==> config.mk <==
export PLATFORM = sky130hd
export DESIGN_NAME = cwp_front
export DESIGN_NICKNAME = d
export VERILOG_FILES = /design/src/rtl/core/cwp_pkg.sv /design/src/rtl/core/cwp_front.sv
export SDC_FILE = /design/constraint.sdc
export NUM_CORES = 1
export LEC_CHECK = 0
export ABC_AREA = 1
export BUFFER_PORTS_ARGS = -buffer_cell sky130_fd_sc_hd__buf_2
export CELL_PAD_IN_SITES_DETAIL_PLACEMENT = 1
export CELL_PAD_IN_SITES_GLOBAL_PLACEMENT = 2
export CORE_ASPECT_RATIO = 0.9
export CORE_MARGIN = 5
export CORE_UTILIZATION = 10
export DETAILED_ROUTE_END_ITERATION = 8
export PLACE_DENSITY_LB_ADDON = 0.05
export SLEW_MARGIN = 15
export SYNTH_ARGS = -nofsm -noshare
export SYNTH_HDL_FRONTEND = slang
export SYNTH_SLANG_ARGS = --single-unit
==> constraint.sdc <==
create_clock -name clk -period 1.3 [get_ports clk]
set_input_delay 0.195 -clock clk [delete_from_list [all_inputs] [get_ports clk]]
set_output_delay 0.195 -clock clk [all_outputs]
set_load 0.005 [all_outputs]
==> src/rtl/core/cwp_pkg.sv <==
// Types, constants and request codes shared by the waypoint pruner.
`default_nettype none
package cwp_pkg;
	localparam int COORD_BITS = 24;
	localparam int MIN_SEG_W = 16;
	localparam int COS_W = 15;
	localparam int CFG_DATA_W = 16;
	localparam int CFG_IDX_W = 1;
	localparam int QUEUE_DEPTH = 4;

	localparam logic [CFG_IDX_W-1:0] REG_MIN_SEG_LEN_SQ = CFG_IDX_W'(0);
	localparam logic [CFG_IDX_W-1:0] REG_COS_THRESHOLD = CFG_IDX_W'(1);

	localparam logic [MIN_SEG_W-1:0] MIN_SEG_RESET = MIN_SEG_W'(6);
	localparam logic [COS_W-1:0] COS_RESET = COS_W'(32440);

	typedef logic signed [COORD_BITS-1:0] coord_t;

	typedef struct packed {
		coord_t x;
		coord_t y;
		coord_t z;
	} point_t;

	typedef struct packed {
		logic signed [COORD_BITS-1:0] point_x;
		logic signed [COORD_BITS-1:0] point_y;
		logic signed [COORD_BITS-1:0] point_z;
		logic is_final;
	} in_item_t;

	typedef struct packed {
		logic signed [COORD_BITS-1:0] out_x;
		logic signed [COORD_BITS-1:0] out_y;
		logic signed [COORD_BITS-1:0] out_z;
		logic out_final;
	} out_item_t;

	// FIRST: start of path, EMIT: final after anchor only,
	// PEND: second point, TEST: decide pending against the new point
	typedef enum logic [1:0] {
		CMD_FIRST,
		CMD_EMIT,
		CMD_PEND,
		CMD_TEST
	} cmd_op_t;

	typedef struct packed {
		cmd_op_t op;
		point_t pt;
		logic fin;
	} cmd_t;
endpackage
`default_nettype wire

==> src/rtl/core/cwp_front.sv <==
// Front end: takes waypoint requests and classifies them by position in the path.
`default_nettype none
module cwp_front (
	input logic clk,
	input logic arst_n,
	input logic in_valid,
	output logic in_stall,
	input cwp_pkg::in_item_t in_data,
	input logic q_full,
	output logic push,
	output cwp_pkg::cmd_t push_cmd
);
	import cwp_pkg::*;

	localparam logic [1:0] SEEN_NONE = 2'd0;
	localparam logic [1:0] SEEN_ONE = 2'd1;
	localparam logic [1:0] SEEN_TWO = 2'd2;

	logic [1:0] seen_q;
	logic [1:0] seen_d;
	cmd_op_t op;

	assign in_stall = q_full;
	assign push = in_valid & ~q_full;

	always_comb begin
		seen_d = seen_q;
		op = CMD_FIRST;
		unique case (seen_q)
			SEEN_ONE: begin
				op = in_data.is_final ? CMD_EMIT : CMD_PEND;
				seen_d = in_data.is_final ? SEEN_NONE : SEEN_TWO;
			end
			SEEN_TWO: begin
				op = CMD_TEST;
				seen_d = in_data.is_final ? SEEN_NONE : SEEN_TWO;
			end
			default: begin
				// unused code behaves as start of path
				op = CMD_FIRST;
				seen_d = in_data.is_final ? SEEN_NONE : SEEN_ONE;
			end
		endcase
	end

	always_comb begin
		push_cmd.op = op;
		push_cmd.pt.x = in_data.point_x;
		push_cmd.pt.y = in_data.point_y;
		push_cmd.pt.z = in_data.point_z;
		push_cmd.fin = in_data.is_final;
	end

	always_ff @(posedge clk or negedge arst_n) begin
		if (!arst_n) begin
			seen_q <= SEEN_NONE;
		end else if (push) begin
			seen_q <= seen_d;
		end
	end
endmodule
`default_nettype wire

==> impl_metrics.tcl <==
set metrics [dict create \
    gp_congestion 0.555 \
    detail-route-antenna-nets 0 \
    syn_to_final_growth_pct -36.3 \
    largest_reg_flops 2 \
    vias 257 \
    final_cell_mix "nand2_1, buf_2, inv_2, buf_4, clkbuf_8" \
    die_y_um 90.2 \
    vias_per_cell 1.90 \
    grt_overflow 0 \
    path_cells "ha_4 -> inv_2 -> nand2_2 -> nand2_1 -> buf_2" \
    routed_wl_mm 1.07 \
    holdWs_ns 0.303 \
    powerDensity_nw_per_um2 1380 \
    clock_power_share 0.377 \
    grt_pass1_vias 354 \
    io-pin-count 154 \
    r2r_slack_ns 0.09 \
    cp-start-kind "register" \
    cts_root_buf "clkbuf_8" \
    violations "negative setup slack" \
    p_switching_mw 0.202 \
    nets 123 \
    drt_iter0_drc 3 \
    clk_latency_ns 0.21 \
    dieWidth_um 99.1 \
    drive_gt1_frac 0.667 \
    syn_area_um2 714 \
    r2r_cells 6 \
    clockBufferDepth 2 \
    grt_max_degree 5 \
    grt_first_pass_wirelength_mm 1.67 \
    fillerInstances 823 \
    slew_headroom 0.900 \
    place_ws_ns -0.0138 \
    critPathMaxStageDelay_ns 0.41 \
    cap_violations 0 \
    crit_path_max_fanout 3 \
    swShare 0.321 \
    synth_warnings 0 \
    dr.pass1.iters 2 \
    setup_viol 2 \
    clkTransAtPathRegs_ns 0.03 \
    largest-register "seen_q" \
    core_um2 7000 \
    dp_hpwl_um 886 \
    cts_sinks 2 \
    pwr-share-comb 0.470 \
    syn-num-nets 177 \
    diodes 0 \
    rows 29 \
    cts_made_buffers 3 \
    yosysUniqueCellTypes 9 \
    cp.required_ns 1.11 \
    r2r-end "seen_q[1]" \
    path_delay_family "flip-flops" \
    fin_util 0.0650 \
    tightest_slew_ns 0.150 \
    clock-skew-final_ns 0.00126 \
    period_minus_slack_ns 1.39 \
    ys_seq_area_frac 0.0701 \
    rsz0062_at_grt "yes" \
    crit_path_end_kind "output port" \
    finalPower_mw 0.631 \
    report.final.slew_viol_count 0 \
    portBuffers 9 \
    finalHoldViolCount 0 \
    yosys_register_bits 2 \
    start_util 0.102 \
    max_freq_ghz 0.718 \
    worst_path_max_delay_cell "dfrtp_1" \
    crit_buf_inv 2 \
    post-route-drc-count 0 \
    arrival_ns 1.20 \
    pwr-share-seq 0.152 \
    syn_area_per_cell_um2 7.29 \
    ir_drop_v 0.000200 \
    worstReg2RegStart "seen_q[1]" \
    finalCritPeriodShare 1.07 \
    cts_tree "done" \
    die_area_um2 8940 \
    p_int_mw 0.428 \
    setup_ws_ns -0.0925 \
    hold_path.class "input port to async pin" \
    grtUsageTotal 0.0232 \
    p_leak_nw 0.196 \
    syn_inst 98 \
    routedWlPerCell_um 7.92 \
    grt_antenna_before_repair 0 \
    status "complete, but fails checks" \
    htree_levels 1 \
    critical_path_class "register to output port" \
    top_regs "seen_q x2" \
]
[cell families (layout without fill, tap and decap cells)]
kind of cell | count (synthesis) | in the layout | synth area share
adders and majority gates | 2 | 2 | 0.0350
buffers and inverters | 79 | 23 | 0.804
DFF | 2 | 2 | 0.0701
and+or+nand+nor | 15 | 15 | 0.0911
[layout make-up]
class	instances	area, um^2	share of cell area
Clock buffer	3	41.3	0.0907
Inverter	5	18.8	0.0412
Multi-Input combinational cell	17	133	0.291
Sequential cell	2	50.0	0.110
Tap cell	93	116	0.255
Timing Repair Buffer	15	96.3	0.212
[layer usage]
| layer | vias up | GRT usage | share of wire |
|---|---|---|---|
| li1 | 105 | - | - |
| met1 | 103 | 0.0235 | 0.38 |
| met2 | 31 | 0.0257 | 0.38 |
| met3 | 18 | 0.0178 | 0.19 |
| met4 | 0 | 0.0296 | 0.047 |
| met5 | - | 0 | 0 |
[cells in the mapped netlist]
library cell,count,share of area
inv_1,4,0.021
dfrtp_1,2,0.070
nor2_4,1,0.016
ha_1,2,0.035
nand3_1,1,0.0070
nor2_1,2,0.011
inv_2,1,0.0052
buf_4,74,0.78
nand2_1,11,0.058
[timing repair]
| action | CTS | global route |
|---|---|---|
| endpoints found under the hold margin | 2 | 0 |
| gates resized for setup | 12 | 0 |
| pin swaps | 3 | 1 |
| endpoints found under the setup margin | 2 | 2 |
| hold buffers | 1 | 0 |
| buffers inserted | 2 | 0 |
[power by group through the flow]
stage               combinational [mW]  clock [mW]  sequential (mW)
global placement                 0.211           0           0.0901
CTS                              0.305       0.245           0.0980
global route                     0.332       0.250           0.0986
finish                           0.297       0.238           0.0961
detailed placement               0.193           0           0.0909
floorplan                        0.266           0           0.0902
[worst max-delay path by stage]
stage,start,end,slack [ns],depth (start not counted)
floorplan,seen_q[0],push_cmd[74],0.19,5
global placement,seen_q[0],push_cmd[74],-0.04,6
detailed placement,seen_q[0],push_cmd[74],-0.01,6
CTS,seen_q[1],push_cmd[74],-0.11,5
global route,seen_q[0],push_cmd[74],-0.15,6
finish,seen_q[1],push_cmd[73],-0.09,5
[through the flow]
step | instances | area (um^2) | setup TNS, ns
2_1_floorplan | 98 | 714 | 0
3_3_place_gp | 129 | 343 | -0.0389
3_5_place_dp | 129 | 343 | -0.0138
4_1_cts | 135 | 455 | -0.222
5_1_grt | 135 | 455 | -0.287
6_report | 135 | 455 | -0.183
(Power assumes the default switching activity.)
