File: src/rtl/core/cwp_pkg.sv
// Types, constants and request codes shared by the waypoint pruner.
`default_nettype none
package cwp_pkg;
	localparam int COORD_BITS = 24;
	localparam int MIN_SEG_W = 16;
	localparam int COS_W = 15;
	localparam int CFG_DATA_W = 16;
	localparam int CFG_IDX_W = 1;
	localparam int QUEUE_DEPTH = 4;

	localparam logic [CFG_IDX_W-1:0] REG_MIN_SEG_LEN_SQ = CFG_IDX_W'(0);
	localparam logic [CFG_IDX_W-1:0] REG_COS_THRESHOLD = CFG_IDX_W'(1);

	localparam logic [MIN_SEG_W-1:0] MIN_SEG_RESET = MIN_SEG_W'(6);
	localparam logic [COS_W-1:0] COS_RESET = COS_W'(32440);

	typedef logic signed [COORD_BITS-1:0] coord_t;

	typedef struct packed {
		coord_t x;
		coord_t y;
		coord_t z;
	} point_t;

	typedef struct packed {
		logic signed [COORD_BITS-1:0] point_x;
		logic signed [COORD_BITS-1:0] point_y;
		logic signed [COORD_BITS-1:0] point_z;
		logic is_final;
	} in_item_t;

	typedef struct packed {
		logic signed [COORD_BITS-1:0] out_x;
		logic signed [COORD_BITS-1:0] out_y;
		logic signed [COORD_BITS-1:0] out_z;
		logic out_final;
	} out_item_t;

	// FIRST: start of path, EMIT: final after anchor only,
	// PEND: second point, TEST: decide pending against the new point
	typedef enum logic [1:0] {
		CMD_FIRST,
		CMD_EMIT,
		CMD_PEND,
		CMD_TEST
	} cmd_op_t;

	typedef struct packed {
		cmd_op_t op;
		point_t pt;
		logic fin;
	} cmd_t;
endpackage
`default_nettype wire

File: src/rtl/core/cwp_queue.sv
// Short request queue between the front end and the back end.
`default_nettype none
module cwp_queue (
	input logic clk,
	input logic arst_n,
	input logic push,
	input cwp_pkg::cmd_t push_cmd,
	output logic full,
	input logic pop,
	output logic empty,
	output cwp_pkg::cmd_t head
);
	import cwp_pkg::*;

	localparam int PTR_W = (QUEUE_DEPTH > 1) ? $clog2(QUEUE_DEPTH) : 1;
	localparam int CNT_W = $clog2(QUEUE_DEPTH + 1);

	cmd_t mem_q [QUEUE_DEPTH];
	logic [PTR_W-1:0] wr_ptr_q;
	logic [PTR_W-1:0] rd_ptr_q;
	logic [CNT_W-1:0] cnt_q;

	assign full = (cnt_q == CNT_W'(QUEUE_DEPTH));
	assign empty = (cnt_q == '0);
	assign head = mem_q[rd_ptr_q];

	always_ff @(posedge clk) begin
		if (push) begin
			mem_q[wr_ptr_q] <= push_cmd;
		end
	end

	always_ff @(posedge clk or negedge arst_n) begin
		if (!arst_n) begin
			wr_ptr_q <= '0;
			rd_ptr_q <= '0;
			cnt_q <= '0;
		end else begin
			if (push) begin
				wr_ptr_q <= (wr_ptr_q == PTR_W'(QUEUE_DEPTH - 1)) ? '0 : wr_ptr_q + 1'b1;
			end
			if (pop) begin
				rd_ptr_q <= (rd_ptr_q == PTR_W'(QUEUE_DEPTH - 1)) ? '0 : rd_ptr_q + 1'b1;
			end
			if (push && !pop) begin
				cnt_q <= cnt_q + 1'b1;
			end else if (pop && !push) begin
				cnt_q <= cnt_q - 1'b1;
			end
		end
	end
endmodule
`default_nettype wire

File: config.mk
export PLATFORM = sky130hd
export DESIGN_NAME = cwp_queue
export DESIGN_NICKNAME = d
export VERILOG_FILES = /design/src/rtl/core/cwp_pkg.sv /design/src/rtl/core/cwp_queue.sv
export SDC_FILE = /design/constraint.sdc
export NUM_CORES = 1
export LEC_CHECK = 0
export ABC_AREA = 1
export BUFFER_PORTS_ARGS = -buffer_cell sky130_fd_sc_hd__buf_2
export CORE_ASPECT_RATIO = 1.2
export CORE_UTILIZATION = 34
export CTS_CLUSTER_DIAMETER = 150
export CTS_CLUSTER_SIZE = 8
export DETAILED_ROUTE_END_ITERATION = 7
export GPL_ROUTABILITY_DRIVEN = 0
export PLACE_DENSITY = 0.59
export SYNTH_ARGS = -nofsm -noshare
export SYNTH_HDL_FRONTEND = slang
export SYNTH_SLANG_ARGS = --single-unit
File: constraint.sdc
create_clock -name clk -period 7.7 [get_ports clk]
set_clock_uncertainty 0.1 [all_clocks]
set_input_delay 1.54 -clock clk [delete_from_list [all_inputs] [get_ports clk]]
set_output_delay 1.54 -clock clk [all_outputs]
set_load 0.03 [all_outputs]
==> impl_metrics.ini, run 1 <==
[critical_path]
crit_slowest_cell = buf_4
slowest_delay_ns = 0.76
endpoint_kind = primary output
crit_arrival_ns = 3.00
critical_path_required_ns = 6.06
crit_fanout = 49
path_class = flip-flop to primary output
crit_chain = inv_4 > buf_4 > o211ai_2 > nand2_1 > buf_2
critPathLaunchType = flip-flop

[global_route]
grt_remaining_overflow = 0
grt_antenna_before_repair = 2
grt.total_usage = 0.1381
grt_pass1_wl_um = 39170
grt_pass1_vias = 7154
grt_max_degree = 185

[sta]
timing.final.crit_share = 0.6025
rsz0062_at_grt = false
postLayoutSetupSlackWorst_ns = 3.061
setup_viol = 0
maxSlewViolCount = 0
min_period_ns = 4.639
tightest_slew_ns = 1.007
slew_headroom = 0.3286
clock.fmax_ghz = 0.2156
finalSetupTns_ns = 0
hold_violations = 0

[clocking]
cts_buffers = 44
cts_setup_buffers = 0
htree_levels = 2
clockBufferDepth = 3
insertion_delay_ns = 0.54
root_buffer = clkbuf_16
cts_tree = yes
cts_hold_buf = 0
cts_sinks = 307
cts_resized = 0
clkTransAtPathRegs_ns = 0.05

[die]
initial_core_util = 0.3471
row_count = 76
die_h_um = 212.1
coreArea_um2 = 36040
die-area_um2 = 37570
io_pins = 156
die_w_um = 177.1

[worst_hold_path]
hold_class = flip-flop to flip-flop

[yosys]
netlist_top_cells_area = edfxtp_1 (72%), nand2_1 (7.2%), o211ai_1 (6.0%)
netlist_instances = 927
synth_area_um2 = 12510
synth_area_leader_cell = edfxtp_1
avgSynthCellArea_um2 = 13.49
seq_area_frac_synth = 0.7341
synth_top_area_frac = 0.7201
synth_warnings = 0
synth_seq_cells = 307
synth_cell_types = 20
syn-num-nets = 1013

[placement]
place_ws_ns = 3.517
port_buffers = 155
place_hpwl_um = 13920

[drt]
vias = 7174
via_per_inst = 4.581
routed_wl_um = 25440
first_iter_violations = 383
postRouteAntennaNets = 0
wire_per_inst_um = 16.25
remaining_drc_errors = 0
drtPass1Iterations = 6

[cells_and_area]
drive_gt1_frac = 0.2434
layout.nets = 1172
fin_util = 0.4123
final_common_cell = edfxtp_1
syn2layout_area_growth_pct = 18.77
most-common-layout-cells = edfxtp_1 (300), nand2_1 (240), inv_1 (157), buf_2 (155), o211ai_1 (100)

[run]
cap_violations = 0

[pwr]
p_per_area_nw_per_um2 = 402.3
vdd_drop_max_v = 0.0002983
leakage_nw = 6.022

[status]
status = completed
metrics by stage:
| step | hold slack [ns] | power, mW | cell area, µm² | cells |
|---|---|---|---|---|
| floorplan | 0.3634 | 3.799 | 12510 | 927 |
| global placement | 0.3884 | 4.340 | 13670 | 1508 |
| detailed placement | 0.3945 | 4.367 | 13670 | 1508 |
| CTS | 0.4044 | 6.087 | 14860 | 1565 |
| global route | 0.4634 | 6.304 | 14860 | 1566 |
| finish | 0.4055 | 5.977 | 14860 | 1566 |
cell families (layout without fill, tap and decap cells):
| family | Yosys count | in the layout | synth area share |
|---|---|---|---|
| xor gates and xnor gates | 1 | 1 | 0.0007003 |
| AOI/OAI and AO/OA | 154 | 154 | 0.1116 |
| DFF | 307 | 307 | 0.7341 |
| and+or+nand+nor | 246 | 246 | 0.07431 |
| other | 0 | 1 | 0 |
| buffers and inverters | 212 | 382 | 0.07161 |
| adders and majority gates | 7 | 7 | 0.007601 |
registers in the layout (all words and copies together), names as in the netlist:
| signal | flops |
|---|---|
| wr_ptr_q | 2 |
| mem_q | 300 |
| rd_ptr_q | 2 |
| cnt_q | 3 |
per-layer routing:
layer,part of all wire,vias to the layer above,GRT usage
met5,0.00035,-,0
met4,0.020,2,0.05232
met3,0.044,43,0.03165
met2,0.50,144,0.2360
met1,0.44,3445,0.1688
li1,-,3540,-
power breakdown:
part           internal, mW  total (mW)  leakage, nW  switching (mW)
sequential             2.15        2.26         2.84           0.108
combinational         0.539        2.02         2.61            1.49
clock                  1.04        1.69        0.574           0.654
cells in the mapped netlist (all sizes together):
cell and count:
edfxtp 300, nand2 240, inv 163, o211ai 150, buf 45, dfrtp 7, ha 6, clkbuf 4
o21ai 4, nor2 2, nor3 2, fa 1, nand3 1, nand4 1, xnor2 1
layout make-up:
type	instances	area [µm²]
Fill cell	3359	21180
Sequential cell	307	9188
Multi-Input combinational cell	408	2430
Clock buffer	54	1160
Timing Repair Buffer	162	840.8
Inverter	163	626.9
Tap cell	468	585.6
Clock inverter	3	25.02
Antenna cell	1	2.502
critical path, delay by kind of cell (launching register included):
kind,cells,cell delay [ns]
buf+inv,3,1.42
flops,1,0.68
compound gates,1,0.17
simple gates,1,0.14
path summary, 6_finish.rpt:
check,startpoint,endpoint,slack (ns),cells after the start
min in group asynchronous,arst_n,wr_ptr_q[1],0.74,1
worst min-delay path,cnt_q[2],cnt_q[2],0.41,2
worst max register to register,wr_ptr_q[0],mem_q[0][11],5.23,5
max in group asynchronous,arst_n,rd_ptr_q[1],6.58,1
worst max-delay path,rd_ptr_q[1],head[21],3.06,5
worst min register to register,cnt_q[2],cnt_q[2],0.41,2
No activity file was read; power rests on OpenSTA's default activity.
==> inputs of run 2 (changes only) <==
==> constraint.sdc (replaced) <==
create_clock -name clk -period 4.8 [get_ports clk]
set_clock_uncertainty 0.1 [all_clocks]
set_input_delay 0.96 -clock clk [delete_from_list [all_inputs] [get_ports clk]]
set_output_delay 0.96 -clock clk [all_outputs]
set_load 0.03 [all_outputs]
==> impl_metrics.ini, run 2 (same netlist as run 1, synthesis figures left out) <==
[status]
status = completed

[placement]
placed_area_um2 = 13760
place_hpwl_um = 14320
place_ws_ns = 1.771
placed_cells = 1510
port_buffers = 155

[drt]
routed_wl_um = 25010
postRouteAntennaNets = 0
remaining_drc_errors = 0
wire_per_inst_um = 15.97
via_per_inst = 4.533
first_iter_violations = 314
vias = 7099
drtPass1Iterations = 4

[critical_path]
startpoint = rd_ptr_q[0]
r2r_start = wr_ptr_q[0]
crit_slowest_cell = inv_8
path_class = flip-flop to primary output
endpoint_kind = primary output
crit_chain = inv_8 > buf_4 > nand2_1 > o211ai_1 > nand2_1 > buf_2
cp_common_cell = nand2_1
critical_path_required_ns = 3.74
slowest_delay_ns = 0.50
critPathLaunchType = flip-flop
cp.depth = 6
rr_worst_depth = 5
cp_top_family = buffers and inverters
crit_fanout = 117
crit_buf_inv = 3
crit_arrival_ns = 2.50
rrSetupSlack_ns = 2.54
rr_endpoint = mem_q[2][23]
endpoint = head[74]

[cells_and_area]
largest_register_ffs = 300
antenna_cells = 0
syn2layout_area_growth_pct = 19.44
fin_util = 0.4146
most-common-layout-cells = edfxtp_1 (300), nand2_1 (240), inv_1 (157), buf_2 (155), o211ai_1 (100)
drive_gt1_frac = 0.2450
final_common_cell = edfxtp_1
largestRegisters = mem_q x300, cnt_q x3
final_area_um2 = 14940
layout.nets = 1174
regMostFlops = mem_q
final_cells = 1566

[clocking]
cts_buffers = 44
cts_resized = 0
htree_levels = 2
cts_sinks = 307
root_buffer = clkbuf_16
insertion_delay_ns = 0.53
cts_setup_buffers = 0
cts_tree = yes
clockBufferDepth = 3
clkTransAtPathRegs_ns = 0.05
cts_hold_buf = 0

[run]
cap_violations = 0

[sta]
finalSetupTns_ns = 0
timing.final.crit_share = 0.7414
slew_headroom = 0.2891
hold_violations = 0
clock.fmax_ghz = 0.2810
tightest_slew_ns = 1.066
setup_viol = 0
min_period_ns = 3.559
postLayoutSetupSlackWorst_ns = 1.241
holdWs_ns = 0.1595
rsz0062_at_grt = false
maxSlewViolCount = 0

[die]
row_count = 76
die-area_um2 = 37570
die_w_um = 177.1
coreArea_um2 = 36040
initial_core_util = 0.3471
io_pins = 156
die_h_um = 212.1

[pwr]
vdd_drop_max_v = 0.0007748
p_per_area_nw_per_um2 = 643.7
power_mw = 9.618
leakage_nw = 6.053

[worst_hold_path]
hold_class = input pin to asynchronous set/reset pin

[global_route]
grt_pass1_wl_um = 39280
grt_max_degree = 118
grt_pass1_vias = 7255
grt.total_usage = 0.1374
grt_remaining_overflow = 0
grt_antenna_before_repair = 2
run 2: power breakdown:
group	leakage (nW)	switching, mW	internal (mW)
combinational	2.64	2.45	0.909
sequential	2.84	0.118	3.45
clock	0.573	1.03	1.66
total	6.05	3.60	6.02
run 2: final cells by class:
| class | count | area, µm² |
|---|---|---|
| Fill cell | 3319 | 21100 |
| Sequential cell | 307 | 9188 |
| Clock buffer | 53 | 1156 |
| Multi-Input combinational cell | 408 | 2430 |
| Inverter | 163 | 626.9 |
| Timing Repair Buffer | 164 | 930.9 |
| Clock inverter | 3 | 25.02 |
| Tap cell | 468 | 585.6 |
run 2: worst reg2reg max path, stage by stage (launching register included):
cell      delay, ns
dfrtp_1        0.39
inv_1          0.10
ha_1           0.19
nand2_1        0.08
clkinv_2       0.60
buf_12         0.48
run 2: routing by layer:
metal / global-route usage / up-vias / part of all wire
li1: - / 3555 / -
met1: 0.1601 / 3361 / 0.42
met2: 0.2457 / 125 / 0.52
met3: 0.02861 / 54 / 0.039
met4: 0.05202 / 4 / 0.028
met5: 0 / - / 0.0010
run 2: worst min-delay path by stage:
stage,start,endpoint,depth (start not counted)
detailed placement,cnt_q[2],cnt_q[2],2
global route,arst_n,cnt_q[2],1
finish,arst_n,cnt_q[1],1
floorplan,cnt_q[2],cnt_q[2],2
global placement,cnt_q[2],cnt_q[2],2
CTS,arst_n,cnt_q[1],1
==> inputs of run 3 (changes only) <==
--- a/config.mk
+++ b/config.mk
@@ -5,7 +5,7 @@
 export SDC_FILE = /design/constraint.sdc
 export NUM_CORES = 1
 export LEC_CHECK = 0
-export ABC_AREA = 1
+export ABC_AREA = 0
 export BUFFER_PORTS_ARGS = -buffer_cell sky130_fd_sc_hd__buf_2
 export CORE_ASPECT_RATIO = 1.2
 export CORE_UTILIZATION = 34
==> constraint.sdc (replaced) <==
create_clock -name clk -period 3.45 [get_ports clk]
set_clock_uncertainty 0.1 [all_clocks]
set_input_delay 0.69 -clock clk [delete_from_list [all_inputs] [get_ports clk]]
set_output_delay 0.69 -clock clk [all_outputs]
set_load 0.03 [all_outputs]
==> impl_metrics.ini, run 3 <==
[cells_and_area]
fin_util = 0.4260
largestRegisters = mem_q x300, cnt_q x3
regMostFlops = mem_q
final_common_cell = edfxtp_1
final_area_um2 = 13810
most-common-layout-cells = edfxtp_1 (300), buf_2 (155), mux4_2 (75), clkbuf_16 (45), clkbuf_1 (17)
largest_register_ffs = 300
layout.nets = 713
syn2layout_area_growth_pct = 22.66
drive_gt1_frac = 0.4644

[drt]
wire_per_inst_um = 20.44
first_iter_violations = 271
routed_wl_um = 21570
remaining_drc_errors = 0
drtPass1Iterations = 4
via_per_inst = 4.877
postRouteAntennaNets = 0
vias = 5145

[global_route]
grt_max_degree = 47
grt_pass1_vias = 5957
grt.total_usage = 0.1318
grt_antenna_before_repair = 2
grt_pass1_wl_um = 33510
grt_remaining_overflow = 0

[yosys]
synth_top_area_frac = 0.7999
synth_top_family_by_area = multiplexers
synth_area_um2 = 11260
synth_xor_area_frac = 0.002333
synth_area_leader_cell = edfxtp_1
seq_area_frac_synth = 0.8155
synthAdderAreaFrac = 0.008444
syn-num-nets = 515
synth_seq_cells = 307
synthMuxAreaShare = 0.1530
netlist_instances = 429
synth.most_common_cell = edfxtp_1
synth_edf_count = 300
avgSynthCellArea_um2 = 26.25
synth-compound-area-share = 0.0008888
synthFlopType = edfxtp_1
netlist_top_cells_area = edfxtp_1 (80%), mux4_2 (15%), dfrtp_1 (1.6%)
synthArstFlopShare = 0.02280
synth_warnings = 0
synth_cell_types = 21
synthTopCellsByCount = edfxtp_1 (300), mux4_2 (75), dfrtp_1 (7), ha_1 (6), buf_2 (5)
synthSimpleGateAreaFrac = 0.004999

[die]
die_w_um = 168.1
io_pins = 156
row_count = 72
coreArea_um2 = 32430
initial_core_util = 0.3473
die_h_um = 201.4
die-area_um2 = 33860

[clocking]
cts_tree = yes
cts_resized = 0
cts_setup_buffers = 0
clockBufferDepth = 3
root_buffer = clkbuf_16
insertion_delay_ns = 0.52
htree_levels = 2
cts_buffers = 44
clkTransAtPathRegs_ns = 0.05
cts_hold_buf = 1
cts_sinks = 307

[sta]
clock.fmax_ghz = 0.3084
hold_violations = 0
slew_headroom = 0.4854
setup_viol = 0
holdWs_ns = 0.2742
timing.final.crit_share = 0.9399
rsz0062_at_grt = false
maxSlewViolCount = 0
min_period_ns = 3.243
tightest_slew_ns = 0.7718
finalSetupTns_ns = 0

[critical_path]
endpoint_kind = primary output
crit_fanout = 46
critPathLaunchType = flip-flop
path_class = flip-flop to primary output
critical_path_required_ns = 2.66
crit_arrival_ns = 2.45

[placement]
port_buffers = 155
placed_area_um2 = 12580
place_hpwl_um = 12930

[pwr]
leakage_nw = 4.722
vdd_drop_max_v = 0.0005309
p_per_area_nw_per_um2 = 924.9

[worst_hold_path]
hold_class = input pin to flip-flop

[status]
status = completed

[run]
cap_violations = 0
[run 3: cell count changes after synthesis, sizes merged, moves of 2 or more]
cell    before  now
inv        163    4
o21ai        4    2
clkbuf       4    0
mux4         0   75
buf         45   17
nand2      240    2
o211ai     150    0
xor2         0    2
mux2         0    3
and2         0    4
[run 3: cell type report]
class                   count  area, µm²
repair buffers            169      958.4
clock inverters             3      25.02
fillers                  2842      18620
inverters                   4      15.01
well taps                 407      509.2
diodes                      2      5.005
clock buffers              62       1190
multi-input cells         101       1921
flip-flops and latches    307       9191
[run 3: power by group]
group	internal (mW)	switching (mW)
Sequential	4.80	0.344
Combinational	1.48	2.37
Clock	2.35	1.43
[run 3: logic make-up (layout without fill, tap and decap cells)]
kind of cell | Yosys count | after routing
AOI/OAI and AO/OA | 2 | 2
xor gates and xnor gates | 3 | 3
adders and majority gates | 7 | 7
buffers and inverters | 21 | 238
DFF | 307 | 307
muxes | 78 | 78
other | 0 | 2
and+or+nand+nor | 11 | 11
[run 3: critical path, cell delays in order, from the launching register on]
cell and delay [ns]:
dfrtp_4 0.92, buf_4 0.41, mux4_2 0.37, buf_2 0.20
[run 3: path summary, 6_finish.rpt]
path	cells after the start	startpoint	end	slack [ns]
worst max-delay path	3	rd_ptr_q[1]	head[26]	0.21
worst min-delay path	1	push_cmd[53]	mem_q[2][53]	0.27
worst max register to register	4	wr_ptr_q[0]	mem_q[2][58]	1.36
worst min register to register	1	cnt_q[2]	cnt_q[2]	0.40
max in group asynchronous	2	arst_n	rd_ptr_q[0]	2.63
min in group asynchronous	2	arst_n	rd_ptr_q[1]	0.43
[run 3: per-stage QoR]
step | setup WS, ns | cells | power, mW
CTS | 0.1499 | 1053 | 12.99
detailed placement | 0.7446 | 987 | 9.146
global route | 0.1091 | 1054 | 13.35
global placement | 0.7675 | 987 | 9.050
finish | 0.2073 | 1055 | 12.78
floorplan | 0.4671 | 429 | 8.053
[run 3: layer usage]
layer / share of wire / wire length, µm / GRT usage / vias to the layer above
met5: 0 / 0 / 0 / -
met4: 0.026 / 560 / 0.04838 / 0
met3: 0.057 / 1234 / 0.03521 / 43
met2: 0.54 / 11560 / 0.2385 / 157
met1: 0.38 / 8208 / 0.1482 / 2706
li1: - / - / - / 2239
